[config.mk]
export PLATFORM = sky130hd
export DESIGN_NAME = dsdl_cell
export DESIGN_NICKNAME = d
export VERILOG_FILES = /design/src/hw/rtl/dsdl_pkg.sv /design/src/hw/rtl/dsdl_cell.sv
export SDC_FILE = /design/constraint.sdc
export NUM_CORES = 1
export LEC_CHECK = 0
export BUFFER_PORTS_ARGS = -buffer_cell sky130_fd_sc_hd__buf_4
export CAP_MARGIN = 15
export CORE_UTILIZATION = 41
export CTS_BUF_LIST = sky130_fd_sc_hd__clkbuf_8
export CTS_CLUSTER_SIZE = 12
export DETAILED_ROUTE_END_ITERATION = 16
export PLACE_DENSITY_LB_ADDON = 0.08
export SLEW_MARGIN = 20
export SYNTH_ARGS = -nofsm -noshare
export SYNTH_HDL_FRONTEND = slang
export SYNTH_SLANG_ARGS = --single-unit
[constraint.sdc]
create_clock -name clk_i -period 3.2 [get_ports clk_i]
set_input_delay 0.16 -clock clk_i [delete_from_list [all_inputs] [get_ports clk_i]]
set_output_delay 0.16 -clock clk_i [all_outputs]
set_load 0.01 [all_outputs]
[src/hw/rtl/dsdl_pkg.sv]
// ----------------------------------------------------------------------------
// dsdl_pkg
// Shared types and constants for the depth-sorted draw list.
// ----------------------------------------------------------------------------
package dsdl_pkg;

  localparam int LIST_DEPTH = 64;
  localparam int CNT_W      = $clog2(LIST_DEPTH + 1);
  localparam int TAG_W      = 10;
  localparam int COORD_W    = 20;
  localparam int DIFF_W     = COORD_W + 1;
  localparam int SQ_W       = 2 * DIFF_W;
  localparam int SUM_W      = SQ_W + 2;
  localparam int FRAC_SQ_W  = 8;   // Q.4 squared gives 8 fraction bits
  localparam int DIST_W     = 34;
  localparam int ADDR_W     = 4;
  localparam int DATA_W     = 32;

  typedef logic [CNT_W-1:0]   cnt_t;
  typedef logic [TAG_W-1:0]   tag_t;
  typedef logic [DIST_W-1:0]  dist_t;
  typedef logic [COORD_W-1:0] coord_t;

  // Configuration register indexes
  typedef enum logic [1:0] {
    REG_CAMERA_X = 2'd0,
    REG_CAMERA_Y = 2'd1,
    REG_CAMERA_Z = 2'd2,
    REG_NONE     = 2'd3
  } reg_idx_e;

  typedef enum logic [1:0] {
    STATUS_ADDED = 2'd0,
    STATUS_FULL  = 2'd1,
    STATUS_ENTRY = 2'd2,
    STATUS_EMPTY = 2'd3
  } status_e;

  typedef enum logic {
    OP_ADD   = 1'b0,
    OP_DRAIN = 1'b1
  } op_e;

  typedef enum logic [1:0] {
    ST_IDLE,
    ST_CALC,
    ST_INSERT,
    ST_DRAIN
  } state_e;

  // One list entry
  typedef struct packed {
    dist_t distance;
    tag_t  tag;
  } entry_t;

  // Broadcast control to every cell of the list
  typedef struct packed {
    logic   insert;
    logic   drain;
    entry_t key;
  } cell_ctrl_t;

endpackage

[src/hw/rtl/dsdl_cell.sv]
// ----------------------------------------------------------------------------
// dsdl_cell
// One slot of the sorted list; shifts down on insert, up on drain.
// ----------------------------------------------------------------------------
module dsdl_cell (
  input  logic                 clk_i,
  input  dsdl_pkg::cell_ctrl_t ctrl_i,
  input  logic                 occupied_i,
  input  logic                 prev_ge_i,
  input  dsdl_pkg::entry_t     prev_entry_i,
  input  dsdl_pkg::entry_t     next_entry_i,
  output logic                 ge_o,
  output dsdl_pkg::entry_t     entry_o
);

  dsdl_pkg::entry_t entry_q, entry_d;

  // Stored entry sorts ahead of the key (equal distance stays ahead)
  assign ge_o = occupied_i && (entry_q.distance >= ctrl_i.key.distance);

  always_comb begin
    entry_d = entry_q;
    if (ctrl_i.insert) begin
      if (!prev_ge_i) begin
        entry_d = prev_entry_i;
      end else if (!ge_o) begin
        entry_d = ctrl_i.key;
      end
    end else if (ctrl_i.drain) begin
      entry_d = next_entry_i;
    end
  end

  always_ff @(posedge clk_i) begin
    entry_q <= entry_d;
  end

  assign entry_o = entry_q;

endmodule

==> impl.org <==
** Timing
- Slew HR :: 46.80%
- The smallest clock period supported by the final layout is computed as 2502 ps.
- Number of failing setup endpoints in the final timing report :: 0
- Setup repair after global routing missed its margin :: no
- Final worst hold slack :: 184.4 ps
- Final number of hold-violating endpoints :: 0
- Max Clock Freq :: 399.6 MHz
- Final period util :: between 70% and 80%
- Worst clock skew :: 7.331 ps
- Number of slew-limit violations in the final report :: 0
- Post-route worst setup slack :: 697.8 ps
- Slew at the pin closest to its max-slew limit :: 798.1 ps
- Fin Setup TNS :: 0 ps

** Synthesis
- The netlist uses 24 different library cells.
- Averaged over all synthesized cells, the footprint is 9.969 um^2.
- Summing the sequential cell areas from Yosys gives 42.48% of the chip area.
- The number of nets handed over by synthesis was 483.
- Summed over its instances, the top area cell type makes up a little over two fifths of the synthesized netlist area.
- For this run, the number of Yosys warnings is 0.
- Leading post-synthesis cells by cell area :: edfxtp_1 (42%), mux2i_1 (14%), ha_1 (14%)
- Cell accounting for the most synthesized area :: edfxtp_1
- Synthesized instance count :: between 300 and 400
- Area of the mapped netlist :: 3110 um^2
- In this run, synthesis produced a sequential element count of 44.

** Detailed routing
- Final routed wirelength across all metal layers :: 8153 um
- The first routing iteration left 45 violations.
- The first detailed-routing pass took 4 iterations.
- Number of vias in the routed layout :: between 2000 and 3000
- Routed wire length per instance :: about 14 um
- DRC viols :: 0
- Once detail routing completed, the nets flagged for antenna violations numbered 0.
- After detailed routing, the number of vias per cell comes to 4.957.

** Placement
- Instance area at placement :: 4554 um^2
- Timing analysis after detailed placement gives a worst setup slack of 707.8 ps.
- HPWL after DPL :: around 6500 um
- Including well taps, the total number of placed cells is 580.
- Buffers placed on the I/O ports in this run total 181.
- Routability-driven placement finished with a final weighted congestion of 0.7865.

** Cells and area
- Area Growth Syn to Fin :: 50.00%
- Number of filler instances in the final layout :: 683
- Post-layout instance area :: 4666 um^2
- 0 antenna diodes ended up in the layout.
- Share of the core filled with cells :: 63.98%
- The register with the most flip-flops in the layout has 44 of them.
- Final-stage net count :: 659
- Excluding fillers, the count of instances in the completed layout stands at 588.
- In the final layout, the share of cells above drive strength 1 is 40.49%.

** Global route
- met2 is the most crowded layer.
- Overflow left after global routing :: 0
- Maximum number of pins on one net before global-route repair :: 89
- Global routing consumed, on the met1 layer, 22.63% of the routing resources.
- The first global-routing pass estimated about 12000 um of wire.
- The number of antenna violations at the first check in global routing is 0.
- Met3 usage in global routing :: 4.340%
- Overall Global Routing Usage :: 20.41%
- Global-route met2 utilization :: 38.79%
- Via count of the first global-routing pass :: 2780

** CTS
- Clock tree synthesis selected as its root buffer the cell clkbuf_8.
- Maximum clock insertion buffer count :: 2
- After clock tree synthesis, the repair step resized 0 gates.
- Number of H-tree branching levels :: 2
- Clock transition at path regs :: 90 ps
- The later pin in the worst-skew pair is clocked with a latency of around 290 ps.
- # hold bufs at CTS :: 0
- In this run the post-CTS setup repair buffer count came out at 0.
- Inserted Clock Buffers :: 5
- The clock drives 44 sinks.
- TritonCTS built the clock tree.

** Worst setup path
- The setup check on the worst reg-to-reg path leaves a slack of 700 ps.
- STA classifies the critical path startpoint as a register.
- The worst register-to-register path ends at entry_o[36].
- Worst reg-to-reg path cell count :: 9
- Crit end category :: register
- STA puts the critical path data required time at 3160 ps.
- The startpoint identified for the worst register-to-register timing path is entry_o[10].
- In this run the worst path has a maximum fanout of 28.
- Data arrives at the worst endpoint at ~2500 ps.
- Crit Path Class :: register to register

** Floorplan
- Starting Density :: 42.66%
- Total Die Area :: 7939 um^2
- Measured along the x axis, the die boundary spans 89.10 um.
- In this run the vertical extent of the chip is just under 90 um.
- I/O pin count :: 182
- Row cnt :: 31
- In this run the standard cell core region covers 7292 um^2.

** Worst hold path
- In this run the worst hold path is classified as input port to register.
- Worst hold path startpoint :: next_entry_i[2]
- Worst hold path endpoint :: entry_o[2]
- The worst hold path was traced through 3 stages.

** Power and ir drop
- Leakage :: 2.332 nW
- Power Total :: 1.686 mW
- VDD sags by at most 0.1564 mV.
- Pwr Density :: between 300 and 400 nW/um^2

** Flow run
- Number of violations of the max-capacitance limit :: 0

** Outcome
- The run finished with clean final reports.
-- cells by family (layout without fill, tap and decap cells) --
group	after synthesis	in the layout	share of synthesized area, %
AOI/OAI and AO/OA	71	71	12.15
and+or+nand+nor	70	70	11.42
buffers and inverters	49	226	6.114
muxes	44	44	14.16
DFF	44	44	42.48
adders and majority gates	34	34	13.68
-- how the worst max path moves through the flow --
| stage | slack [ps] | from | cells past startpoint | end |
|---|---|---|---|---|
| 6_report | 700 | entry_o[10] | 9 | entry_o[36] |
| 5_1_grt | 540 | entry_o[10] | 9 | entry_o[36] |
| 4_1_cts | 680 | entry_o[10] | 9 | entry_o[40] |
| 3_5_place_dp | 710 | entry_o[10] | 9 | entry_o[40] |
| 3_3_place_gp | 750 | entry_o[10] | 9 | entry_o[0] |
| 2_1_floorplan | 150 | entry_o[21] | 7 | entry_o[0] |
-- layout by cell type (no fill, tap or decap) --
cell type / instances
a211oi_1: 2
nor2b_1: 1
buf_4: 184
nor3_2: 1
inv_1: 34
nand4_4: 1
nor2_1: 45
nand4_2: 1
clkinv_2: 1
bufinv_16: 1
edfxtp_1: 44
clkinvlp_4: 1
nand3_1: 7
nand2_1: 5
a21oi_1: 59
o41ai_1: 1
clkbuf_8: 5
mux2i_1: 44
a21o_1: 4
nor4_4: 1
nand4_1: 5
ha_1: 34
nand2b_1: 1
nor4b_2: 1
and4_1: 1
o22a_2: 1
o21ai_0: 4
-- routing by layer --
layer	wire length [um]	up-vias
li1	-	1472
met1	3192	1325
met2	4209	109
met3	629	9
met4	123	0
met5	0	-
-- synth_stat cells --
| master | count |
|---|---|
| a21oi_1 | 59 |
| edfxtp_1 | 44 |
| ha_1 | 34 |
| nand2_1 | 5 |
| nor2_1 | 45 |
| nor4b_2 | 1 |
| and4_1 | 1 |
| o41ai_1 | 1 |
| o21ai_0 | 4 |
| buf_2 | 5 |
| clkbuf_1 | 10 |
| nand4_2 | 1 |
| nor2b_1 | 1 |
| nand4_4 | 1 |
| nand4_1 | 5 |
| inv_1 | 34 |
| mux2i_1 | 44 |
| o22a_1 | 1 |
| a211oi_1 | 2 |
| a21o_1 | 4 |
| nand2b_1 | 1 |
| nor3_2 | 1 |
| nor4_4 | 1 |
| nand3_1 | 7 |
-- worst max-delay path, cell delays in order (launching register included) --
cell	delay (ps)
edfxtp_1	400
inv_1	70
ha_1	210
nand2b_1	140
a21oi_1	210
nor4b_2	80
o41ai_1	280
and4_1	250
o22a_2	160
buf_4	340
-- power breakdown --
part / internal (mW) / total [mW] / switching (mW) / leakage, nW
sequential: 0.708 / 0.735 / 0.0273 / 0.436
clock: 0.231 / 0.427 / 0.196 / 0.0541
combinational: 0.282 / 0.524 / 0.242 / 1.84
-- area by class of cell --
class                           instances  area [um^2]  share of cell area (%)
Sequential cell                        44         1321                   28.32
Inverter                               34        127.6                   2.735
Multi-Input combinational cell        219         1600                   34.30
Timing Repair Buffer                  184         1381                   29.61
Clock inverter                          3        42.54                  0.9118
Clock buffer                            5        68.82                   1.475
Tap cell                               99        123.9                   2.655
Power figures use the tool's default switching activity.
