===== config.mk =====
export PLATFORM = sky130hd
export DESIGN_NAME = dsdl_dist
export DESIGN_NICKNAME = d
export VERILOG_FILES = /design/src/hw/rtl/dsdl_pkg.sv /design/src/hw/rtl/dsdl_dist.sv
export SDC_FILE = /design/constraint.sdc
export NUM_CORES = 2
export LEC_CHECK = 0
export ABC_AREA = 1
export BUFFER_PORTS_ARGS = -buffer_cell sky130_fd_sc_hd__buf_2
export CORE_MARGIN = 10
export CORE_UTILIZATION = 60
export CTS_BUF_LIST = sky130_fd_sc_hd__clkbuf_4 sky130_fd_sc_hd__clkbuf_8
export DETAILED_ROUTE_END_ITERATION = 8
export PLACE_DENSITY = 0.77
export REMOVE_ABC_BUFFERS = 1
export SYNTH_ARGS = -nofsm -noshare
export SYNTH_HDL_FRONTEND = slang
export SYNTH_SLANG_ARGS = --single-unit

===== constraint.sdc =====
create_clock -name clk_i -period 11 [get_ports clk_i]
set_input_delay 1.65 -clock clk_i [delete_from_list [all_inputs] [get_ports clk_i]]
set_output_delay 1.65 -clock clk_i [all_outputs]
set_load 0.02 [all_outputs]

===== src/hw/rtl/dsdl_pkg.sv =====
// ----------------------------------------------------------------------------
// dsdl_pkg
// Shared types and constants for the depth-sorted draw list.
// ----------------------------------------------------------------------------
package dsdl_pkg;

  localparam int LIST_DEPTH = 64;
  localparam int CNT_W      = $clog2(LIST_DEPTH + 1);
  localparam int TAG_W      = 10;
  localparam int COORD_W    = 20;
  localparam int DIFF_W     = COORD_W + 1;
  localparam int SQ_W       = 2 * DIFF_W;
  localparam int SUM_W      = SQ_W + 2;
  localparam int FRAC_SQ_W  = 8;   // Q.4 squared gives 8 fraction bits
  localparam int DIST_W     = 34;
  localparam int ADDR_W     = 4;
  localparam int DATA_W     = 32;

  typedef logic [CNT_W-1:0]   cnt_t;
  typedef logic [TAG_W-1:0]   tag_t;
  typedef logic [DIST_W-1:0]  dist_t;
  typedef logic [COORD_W-1:0] coord_t;

  // Configuration register indexes
  typedef enum logic [1:0] {
    REG_CAMERA_X = 2'd0,
    REG_CAMERA_Y = 2'd1,
    REG_CAMERA_Z = 2'd2,
    REG_NONE     = 2'd3
  } reg_idx_e;

  typedef enum logic [1:0] {
    STATUS_ADDED = 2'd0,
    STATUS_FULL  = 2'd1,
    STATUS_ENTRY = 2'd2,
    STATUS_EMPTY = 2'd3
  } status_e;

  typedef enum logic {
    OP_ADD   = 1'b0,
    OP_DRAIN = 1'b1
  } op_e;

  typedef enum logic [1:0] {
    ST_IDLE,
    ST_CALC,
    ST_INSERT,
    ST_DRAIN
  } state_e;

  // One list entry
  typedef struct packed {
    dist_t distance;
    tag_t  tag;
  } entry_t;

  // Broadcast control to every cell of the list
  typedef struct packed {
    logic   insert;
    logic   drain;
    entry_t key;
  } cell_ctrl_t;

endpackage


===== src/hw/rtl/dsdl_dist.sv =====
// ----------------------------------------------------------------------------
// dsdl_dist
// Three-stage squared distance: axis differences, squares, sum and scale.
// ----------------------------------------------------------------------------
module dsdl_dist (
  input  logic             clk_i,
  input  logic             rst_ni,
  input  logic             start_i,
  input  dsdl_pkg::coord_t pos_x_i,
  input  dsdl_pkg::coord_t pos_y_i,
  input  dsdl_pkg::coord_t pos_z_i,
  input  dsdl_pkg::coord_t cam_x_i,
  input  dsdl_pkg::coord_t cam_y_i,
  input  dsdl_pkg::coord_t cam_z_i,
  output logic             done_o,
  output dsdl_pkg::dist_t  dist_o
);

  logic [2:0] vld_q, vld_d;

  logic signed [dsdl_pkg::DIFF_W-1:0] dx_q, dy_q, dz_q;
  logic signed [dsdl_pkg::DIFF_W-1:0] dx_d, dy_d, dz_d;
  logic signed [dsdl_pkg::SQ_W-1:0]   sx_q, sy_q, sz_q;
  logic signed [dsdl_pkg::SQ_W-1:0]   sx_d, sy_d, sz_d;
  logic [dsdl_pkg::SUM_W-1:0]         sum_d;
  dsdl_pkg::dist_t                    dist_q, dist_d;

  // Stage 1: exact 21-bit differences
  assign dx_d = $signed({pos_x_i[dsdl_pkg::COORD_W-1], pos_x_i})
              - $signed({cam_x_i[dsdl_pkg::COORD_W-1], cam_x_i});
  assign dy_d = $signed({pos_y_i[dsdl_pkg::COORD_W-1], pos_y_i})
              - $signed({cam_y_i[dsdl_pkg::COORD_W-1], cam_y_i});
  assign dz_d = $signed({pos_z_i[dsdl_pkg::COORD_W-1], pos_z_i})
              - $signed({cam_z_i[dsdl_pkg::COORD_W-1], cam_z_i});

  // Stage 2: one multiplier per axis
  assign sx_d = dx_q * dx_q;
  assign sy_d = dy_q * dy_q;
  assign sz_d = dz_q * dz_q;

  // Stage 3: sum of non-negative squares, drop the fraction
  assign sum_d = {2'b00, sx_q} + {2'b00, sy_q} + {2'b00, sz_q};
  assign dist_d = sum_d[dsdl_pkg::DIST_W+dsdl_pkg::FRAC_SQ_W-1:dsdl_pkg::FRAC_SQ_W];

  assign vld_d = {vld_q[1:0], start_i};

  always_ff @(posedge clk_i or negedge rst_ni) begin
    if (!rst_ni) begin
      vld_q <= '0;
    end else begin
      vld_q <= vld_d;
    end
  end

  always_ff @(posedge clk_i) begin
    if (start_i) begin
      dx_q <= dx_d;
      dy_q <= dy_d;
      dz_q <= dz_d;
    end
    if (vld_q[0]) begin
      sx_q <= sx_d;
      sy_q <= sy_d;
      sz_q <= sz_d;
    end
    if (vld_q[1]) begin
      dist_q <= dist_d;
    end
  end

  assign done_o = vld_q[2];
  assign dist_o = dist_q;

endmodule


==> flow_metrics.env <==
export IMPL_cts_resized=0
export IMPL_crit_required_ns=11.43
export IMPL_grt_pass1_vias=50100
export IMPL_ys_warn_count=0
export IMPL_synth_cell_types=43
export IMPL_diodes=0
export IMPL_fin_cells=9002
export IMPL_overflow=0
export IMPL_crit_type="reg2reg"
export IMPL_portBuffers=157
export IMPL_syn_inst=7497
export IMPL_drv_slew=0
export IMPL_drv_cap=0
export IMPL_core_area_um2=102000
export IMPL_fin_nets=9488
export IMPL_insertion_delay_ns=0.70
export IMPL_ios=158
export IMPL_seq_area_frac_synth_pct=10.7
export IMPL_clk_pin_slew_worst_paths_ns=0.07
export IMPL_initialDrtViolationCount=3086
export IMPL_wire_per_inst_um=17.0
export IMPL_start_kind="flop"
export IMPL_setup_viol=0
export IMPL_post_cts_buffers=0
export IMPL_gp_congestion=0.973
export IMPL_cts_made_buffers=46
export IMPL_fin_crit_sh_pct=66.0
export IMPL_ant_nets=0
export IMPL_critPathCaptureType="flop"
export IMPL_fmax_mhz=138
export IMPL_max_slew_margin_pct=27.0
export IMPL_drc_errors=0
export IMPL_cts_root_buf="clkbuf_8"
export IMPL_drt_vias_per_instance=5.18
export IMPL_ctsHtreeMaxLevel=2
export IMPL_rows=117
export IMPL_ys_ff_latch=220
export IMPL_rsz0062_at_grt="no"
export IMPL_synth_area_top_cells="fa_1 (42%), inv_1 (14%), edfxtp_1 (11%)"
export IMPL_synth_area_leader_cell="fa_1"
export IMPL_cts_sinks=220
export IMPL_synth_area_um2=61400
export IMPL_layout_common_cells="inv_1 (2,297), nand2_1 (1,708), fa_1 (1,285), ha_1 (480), nor2_1 (389)"
export IMPL_wirelength_um=153000
export IMPL_grt_pass1_wl_um=255000
export IMPL_hold_class="reg2reg"
export IMPL_fin_crit_ns=7.26
export IMPL_crit_fanout=22
export IMPL_worst_pin_slew_ns=1.09
export IMPL_crit_arrival_ns=7.69
export IMPL_hold_violations=0
export IMPL_finalCoreUtilization_pct=63.6
export IMPL_ctsHoldBuffers=0
export IMPL_synth_top_area_share_pct=41.9
export IMPL_grtUsageTotal_pct=27.3
export IMPL_status="finished clean"
export IMPL_hpwlAfterDp_um=135000
export IMPL_first_pass_iters=5
export IMPL_ctsLongestPathBuffers=3
export IMPL_drive_above_1_share_pct=4.20
export IMPL_cts_tree="done"
export IMPL_area_growth_pct=5.33
export IMPL_place_inst=8920
export IMPL_antenna_found_initial=0
export IMPL_die_y_um=340
export IMPL_initial_core_util_pct=60.4
export IMPL_grt_max_degree=72
export IMPL_setup_tns_ns=0
export IMPL_die_w_um=340
export IMPL_skew_ns=0.0353
export IMPL_layout_commonest_cell="inv_1"
export IMPL_syn_avg_cell_area_um2=8.20
export IMPL_vias=46600
export IMPL_reg2reg_slack_ns=3.74
export IMPL_die_area_um2=116000
[sequential cells by signal, summed over array words and instances (netlist names)]
register,count
sz_q,40
sx_q,40
dist_o,34
vld_q,3
dx_q,21
dz_q,21
sy_q,40
dy_q,21
[final cells by class]
| cell class | count | area, um^2 |
|---|---|---|
| multi-input combinational | 4843 | 45700 |
| tap | 1368 | 1710 |
| sequential | 220 | 6600 |
| clock buffer | 56 | 727 |
| fill | 8848 | 37000 |
| inverter | 2300 | 8630 |
| clock inverter | 26 | 307 |
| timing repair buffer | 189 | 1030 |
[worst max-delay path, stage by stage, from the launching register on]
cell and delay (ns):
edfxtp_1 0.95, nand2_1 0.20, inv_1 0.17, fa_1 0.44, ha_1 0.47, fa_1 0.81, inv_1 0.25, fa_1 0.55
inv_1 0.06, fa_1 0.53, inv_1 0.05, fa_1 0.45, fa_1 0.52, inv_1 0.04, ha_1 0.35, a21oi_1 0.31
o21ai_0 0.25, o21bai_1 0.22, a21oi_1 0.17, nand2_1 0.08, nand2_1 0.06, nand2_1 0.05
[metrics by stage]
stage,hold slack [ns],instance area (um^2),setup slack [ns]
after floorplan,0.743,60900,4.69
after global placement,0.707,63700,3.93
after detailed placement,0.720,63700,3.83
after CTS,0.722,64700,3.78
after global routing,0.740,64700,3.35
final,0.735,64700,3.74
[worst paths after layout]
check	startpoint	to	depth (start not counted)
max in group asynchronous	rst_ni	vld_q[0]	1
worst max-delay path	dz_q[0]	sz_q[34]	21
worst min-delay path	vld_q[1]	vld_q[2]	1
min in group asynchronous	rst_ni	vld_q[1]	1
worst min register to register	vld_q[1]	vld_q[2]	1
worst max register to register	dz_q[0]	sz_q[34]	21
[layer usage]
layer	global-route usage [%]	share of wire, %	vias up	wire (um)
met5	0	0	-	0
met4	6.77	2.6	0	4050
met3	3.70	6.3	244	9710
met2	46.1	48	1447	73100
met1	37.1	43	23000	66600
li1	-	-	21900	-
[synthesized netlist by cell type]
master    count
o21bai_2      4
fa_1       1285
nor2_2        3
a21o_1       14
nor3_1       22
dfrtp_1       3
o21a_1       13
o21ai_1      10
edfxtp_1    217
inv_2         2
nand2_2       5
o21ai_2       1
a21boi_0      3
nand3b_1     10
nor4_1        3
o21bai_1     46
buf_1        14
or2_2        18
nor2_1      389
o21ai_0      95
nand2b_1      2
conb_1        1
or2_1         4
buf_2         1
and2_1        5
nor3b_2       2
a21oi_2       4
nand3_2       6
xor2_1      141
nand4_1      57
ha_1        480
nand2_1    1708
inv_1      2297
clkinv_1      1
o211ai_1      1
a31o_2        6
nor3_2        3
a31oi_1       3
xnor2_1      54
a21boi_1      2
a21oi_1     235
nand3_1     208
clkbuf_1    119
[kinds of logic after synthesis]
group	Yosys count	share of synthesized area, %
AOI/OAI and AO/OA	437	4.00
xor gates and xnor gates	195	2.78
adders and majority gates	1765	51.6
buffers and inverters	2434	14.9
DFF	220	10.7
other	1	0.00610
and+or+nand+nor	2445	16.0
Power is left out: the tool's default activity adds up to more than one toggle a clock period on the data nets, which glitch-free logic cannot reach.
